**src/sv/scl_pkg.sv**
```systemverilog
// shared types and constants for the stagger cascade local time block
package scl_pkg;

    localparam int DEFAULT_MAX_UNITS = 1024;

    localparam int IDX_W   = 16;
    localparam int MP_W    = 17;
    localparam int LT_W    = 17;
    localparam int CNT_W   = 11;
    localparam int MS_W    = 24;
    localparam int MODE_W  = 3;
    localparam int CFG_IDX_W = 3;

    localparam logic [63:0] HASH_GOLDEN = 64'h9e3779b97f4a7c15;
    localparam logic [63:0] HASH_MUL1   = 64'hbf58476d1ce4e5b9;
    localparam logic [63:0] HASH_MUL2   = 64'h94d049bb133111eb;
    localparam logic [31:0] INDEX_MUL   = 32'd2654435761;

    localparam logic [LT_W-1:0] ONE_Q16  = 17'd65536;
    localparam logic [MS_W-1:0] MIN_DUR  = 24'd256;

    typedef enum logic [MODE_W-1:0] {
        ORD_START  = 3'd0,
        ORD_END    = 3'd1,
        ORD_CENTER = 3'd2,
        ORD_EDGES  = 3'd3,
        ORD_RANDOM = 3'd4,
        ORD_NONE   = 3'd5
    } order_t;

    typedef enum logic [CFG_IDX_W-1:0] {
        REG_OUTER_MODE  = 3'd0,
        REG_INNER_MODE  = 3'd1,
        REG_OUTER_COUNT = 3'd2,
        REG_INNER_COUNT = 3'd3,
        REG_OUTER_SPACE = 3'd4,
        REG_INNER_SPACE = 3'd5,
        REG_AMOUNT      = 3'd6,
        REG_DURATION    = 3'd7
    } cfg_reg_t;

    typedef enum logic [3:0] {
        BK_IDLE,
        BK_OSPC,
        BK_ISPC,
        BK_ORANK,
        BK_IRANK,
        BK_TOTAL,
        BK_NUM,
        BK_DIV,
        BK_DONE
    } back_state_t;

    // work word handed from front to back
    typedef struct packed {
        logic [MP_W-1:0]  master;
        logic [IDX_W-1:0] oidx;
        logic [IDX_W-1:0] iidx;
    } work_t;

    // settings driven live by the front, with counts, outer mode and duration normalized
    typedef struct packed {
        logic [MODE_W-1:0] omode;
        logic [MODE_W-1:0] imode;
        logic              inner_on;
        logic [IDX_W:0]    ocount;
        logic [IDX_W:0]    icount;
        logic [MS_W-1:0]   ospace;
        logic [MS_W-1:0]   ispace;
        logic              oamt;
        logic              iamt;
        logic [MS_W-1:0]   dur;
    } cfg_t;

    function automatic logic [63:0] sm_hash(input logic [63:0] zi);
        logic [63:0] z;
        z = zi + HASH_GOLDEN;
        z = (z ^ (z >> 30)) * HASH_MUL1;
        z = (z ^ (z >> 27)) * HASH_MUL2;
        return z ^ (z >> 31);
    endfunction

endpackage

```
**src/sv/scl_front.sv**
```systemverilog
// front end: takes commands, normalizes settings, pushes work words
module scl_front #(
    parameter int MAX_UNITS = scl_pkg::DEFAULT_MAX_UNITS
) (
    input  logic                   clk,
    input  logic                   rst_n,
    input  logic                   start,
    input  logic [scl_pkg::MP_W-1:0]  master_progress,
    input  logic [scl_pkg::IDX_W-1:0] outer_index,
    input  logic [scl_pkg::IDX_W-1:0] inner_index,
    input  logic                   cfg_valid,
    output logic                   cfg_ready,
    input  logic [scl_pkg::CFG_IDX_W-1:0] cfg_index,
    input  logic [31:0]            cfg_data,
    input  logic                   q_full,
    output logic                   q_push,
    output scl_pkg::work_t         q_word,
    output scl_pkg::cfg_t          cfg
);
    import scl_pkg::*;

    logic [MODE_W-1:0] omode_reg, imode_reg;
    logic [CNT_W-1:0]  ocnt_reg, icnt_reg;
    logic [MS_W-1:0]   ospc_reg, ispc_reg, dur_reg;
    logic [1:0]        amt_reg;

    assign cfg_ready = 1'b1;

    always_ff @(posedge clk or negedge rst_n)
    begin
        if (!rst_n)
        begin
            omode_reg <= ORD_START;
            imode_reg <= ORD_NONE;
            ocnt_reg  <= 11'd1;
            icnt_reg  <= 11'd1;
            ospc_reg  <= '0;
            ispc_reg  <= '0;
            amt_reg   <= '0;
            dur_reg   <= MIN_DUR;
        end
        else if (cfg_valid)
        begin
            case (cfg_reg_t'(cfg_index))
                REG_OUTER_MODE:  omode_reg <= cfg_data[MODE_W-1:0];
                REG_INNER_MODE:  imode_reg <= cfg_data[MODE_W-1:0];
                REG_OUTER_COUNT: ocnt_reg  <= cfg_data[CNT_W-1:0];
                REG_INNER_COUNT: icnt_reg  <= cfg_data[CNT_W-1:0];
                REG_OUTER_SPACE: ospc_reg  <= cfg_data[MS_W-1:0];
                REG_INNER_SPACE: ispc_reg  <= cfg_data[MS_W-1:0];
                REG_AMOUNT:      amt_reg   <= cfg_data[1:0];
                REG_DURATION:    dur_reg   <= cfg_data[MS_W-1:0];
                default:         amt_reg   <= amt_reg;
            endcase
        end
    end

    function automatic logic [IDX_W:0] norm_cnt(input logic [CNT_W-1:0] c);
        logic [IDX_W:0] r;
        r = {{(IDX_W+1-CNT_W){1'b0}}, c};
        if (r == '0)
        begin
            r = (IDX_W+1)'(1);
        end
        if (r > (IDX_W+1)'(MAX_UNITS))
        begin
            r = (IDX_W+1)'(MAX_UNITS);
        end
        return r;
    endfunction

    always_comb
    begin
        cfg.omode    = (omode_reg > ORD_RANDOM) ? ORD_START : omode_reg;
        cfg.imode    = imode_reg;
        cfg.inner_on = (imode_reg <= ORD_RANDOM);
        cfg.ocount   = norm_cnt(ocnt_reg);
        cfg.icount   = norm_cnt(icnt_reg);
        cfg.ospace   = ospc_reg;
        cfg.ispace   = ispc_reg;
        cfg.oamt     = amt_reg[0];
        cfg.iamt     = amt_reg[1];
        cfg.dur      = (dur_reg < MIN_DUR) ? MIN_DUR : dur_reg;
    end

    assign q_push        = start && !q_full;
    assign q_word.master = master_progress;
    assign q_word.oidx   = outer_index;
    assign q_word.iidx   = inner_index;
endmodule

```
**config.mk**
```make
export PLATFORM = sky130hd
export DESIGN_NAME = scl_front
export DESIGN_NICKNAME = d
export VERILOG_FILES = /design/src/sv/scl_pkg.sv /design/src/sv/scl_front.sv
export SDC_FILE = /design/constraint.sdc
export NUM_CORES = 1
export LEC_CHECK = 0
export ABC_AREA = 0
export BUFFER_PORTS_ARGS = -buffer_cell sky130_fd_sc_hd__buf_2
export CAP_MARGIN = 20
export CORE_MARGIN = 3
export CORE_UTILIZATION = 49
export DETAILED_ROUTE_END_ITERATION = 7
export PLACE_DENSITY = 0.86
export SLEW_MARGIN = 0
export SYNTH_ARGS = -nofsm -noshare
export SYNTH_HDL_FRONTEND = slang
export SYNTH_SLANG_ARGS = --single-unit
```
**constraint.sdc**
```tcl
create_clock -name clk -period 4.1 [get_ports clk]
set_clock_uncertainty 0.1 [all_clocks]
set_input_delay 0.82 -clock clk [delete_from_list [all_inputs] [get_ports clk]]
set_output_delay 0.82 -clock clk [all_outputs]
set_load 0.02 [all_outputs]
```
==> results.py <==
metrics = {
    "critical_path": {
        "worst-r2r-cell-count": 1,
        "worstSetupStartpointType": "flip-flop",
        "rr_endpoint": "icnt_reg[10]",
        "r2r_slack_ps": 3020,
        "setup.worst_path.end_class": "primary output",
        "cp.arrival_ps": 2140,
        "r2r_start": "icnt_reg[10]",
        "required_ps": 3180,
        "startpoint": "dur_reg[21]",
        "crit_fanout": 9,
        "critical_path_class": "reg -> out",
    },
    "logic_synthesis": {
        "ys_seq_area_frac": 0.525,
        "synthCells": 361,
        "synth_top_family_by_area": "multiplexers",
        "synthMuxAreaShare": 0.251,
        "synth_area_per_cell_sq_um": 13.5,
        "yosys_warnings": 0,
        "syn-cell-area_sq_mm": 0.00487,
        "synth_compound_area_frac": 0.0216,
        "synthSimpleGateAreaFrac": 0.0655,
        "synth-xor-area-share": 0,
        "ys_types": 25,
        "synth-adder-area-share": 0,
        "yosys_register_bits": 102,
    },
    "cells_and_area": {
        "finalNonFillerCells": 561,
        "syn_to_final_growth_pct": 9.87,
        "fin_nets": 516,
        "layout_common_cells": "134 x buf_2, 97 x dfrtp_1, 82 x mux2_2",
        "drive_above_1_share": 0.625,
        "diodes": 0,
        "fin_area_sq_mm": 0.00535,
        "post-route-util": 0.566,
        "final_common_cell": "buf_2",
    },
    "pwr": {
        "power.density_mw_per_mm2": 558,
        "vdd_ir_drop_max_mv": 0.336,
        "p_total_mw": 2.98,
        "p_leak_nw": 2.59,
    },
    "cts": {
        "cts_hold_buf": 0,
        "htreeDepth": 3,
        "cts_buffers": 9,
        "cts_resized": 0,
        "clockBufferDepth": 2,
        "cts.sinks": 102,
        "clock_latency_ps": 350,
        "path_clk_slew_ps": 110,
        "root_buffer": "clkbuf_8",
        "cts_tree": "yes",
        "post_cts_buffers": 0,
    },
    "global_route": {
        "met2_usage": 0.337,
        "met1_usage": 0.242,
        "grt_pass1_vias": 3011,
        "top_usage_layer": "met2",
        "antenna_found_initial": 0,
        "use_met3": 0.0839,
        "grt_pass1_wl_microns": 17300,
        "overflow": 0,
        "grt_use_total": 0.199,
        "grt_start_max_net_pins": 53,
    },
    "floorplan": {
        "io_pins": 255,
        "die_y_microns": 106,
        "rows": 35,
        "die_w_microns": 106,
        "start_util": 0.515,
        "dieArea_sq_mm": 0.0112,
        "coreArea_sq_mm": 0.00946,
    },
    "timing": {
        "slew_headroom": 0.338,
        "holdWs_ps": 384,
        "timing.fmax_mhz": 327,
        "min_period_ps": 3060,
        "tightestPinTransition_ps": 985,
        "hold_viol_final": 0,
        "final-setup-viol-count": 0,
        "setup_slack_ps": 1040,
        "rsz0062_at_grt": "false",
        "fin_crit_sh": 0.746,
        "drv_slew": 0,
        "tns_ps": 0,
    },
    "drt": {
        "first_pass_iters": 4,
        "drt_iter0_drc": 71,
        "drtAntennaViolNets": 0,
        "vias": 2880,
        "wl_microns": 11200,
        "drc": 0,
        "vias_per_cell": 5.13,
        "avgRoutedWirePerCell_microns": 19.9,
    },
    "flow_run": {
        "maxCapViolCount": 0,
    },
    "placement": {
        "place_area_sq_mm": 0.00515,
        "dp.cells": 545,
        "place.gp.congestion": 0.725,
        "dp_hpwl_microns": 8420,
        "place_ws_ps": 1400,
        "port_buffers": 135,
    },
    "run_status": {
        "outcome": "complete, no violations",
    },
    "hold_path": {
        "hold_class": "in -> async",
    },
}
## cells in the mapped netlist
cell / n / area, sq um
nor4b_2: 1 / 15.0
nor2_1: 2 / 7.51
nor4_2: 4 / 50.1
nand4_2: 1 / 12.5
a32o_1: 2 / 20.0
dfrtp_1: 97 / 2430
buf_2: 8 / 40.0
clkbuf_1: 19 / 71.3
conb_1: 2 / 7.51
o21ai_0: 1 / 5.00
a41o_1: 1 / 10.0
dfstp_2: 5 / 131
nor2b_1: 21 / 131
nand4b_2: 1 / 15.0
mux2_4: 20 / 300
nor3b_1: 1 / 7.51
buf_6: 3 / 33.8
buf_4: 63 / 473
and4bb_2: 2 / 25.0
and4bb_1: 1 / 12.5
a41oi_1: 8 / 70.1
mux2_2: 82 / 923
nor4_1: 4 / 25.0
nand4b_1: 2 / 17.5
inv_1: 10 / 37.5
## power breakdown
| group | leakage (nW) | internal [mW] | switching, mW |
|---|---|---|---|
| clock | 0.0982 | 0.290 | 0.357 |
| sequential | 1.22 | 1.23 | 0.157 |
| combinational | 1.27 | 0.402 | 0.544 |
## how the worst max path moves through the flow
| stage | to |
|---|---|
| global route | cfg[4] |
| floorplan | cfg[0] |
| global placement | ispc_reg[13] |
| detailed placement | ispc_reg[11] |
| finish | cfg[3] |
| CTS | cfg[3] |
## layout make-up
type / count / area [sq um]
Clock buffer: 9 / 124
Tap cell: 129 / 161
Multi-Input combinational cell: 167 / 1700
Timing Repair Buffer: 137 / 693
Inverter: 10 / 37.5
Fill cell: 807 / 4110
Clock inverter: 7 / 78.8
Sequential cell: 102 / 2560
## critical path, stage by stage (launching register included)
cell and delay [ps]:
dfrtp_1 430, nor4_2 870, a41oi_1 250, buf_2 240
## kinds of logic (layout without fill, tap and decap cells)
logic type / after synthesis / in the layout
AOI/OAI and AO/OA: 12 / 12
buffers and inverters: 103 / 163
DFF: 102 / 102
muxes: 102 / 102
other: 2 / 13
and+or+nand+nor: 40 / 40
## per-layer routing
metal	part of all wire	vias up	routed length, microns
li1	-	1280	-
met2	0.50	153	5560
met4	0.0064	0	71
met3	0.11	10	1180
met1	0.39	1437	4350
met5	0	-	0
Power figures use the tool's default switching activity.
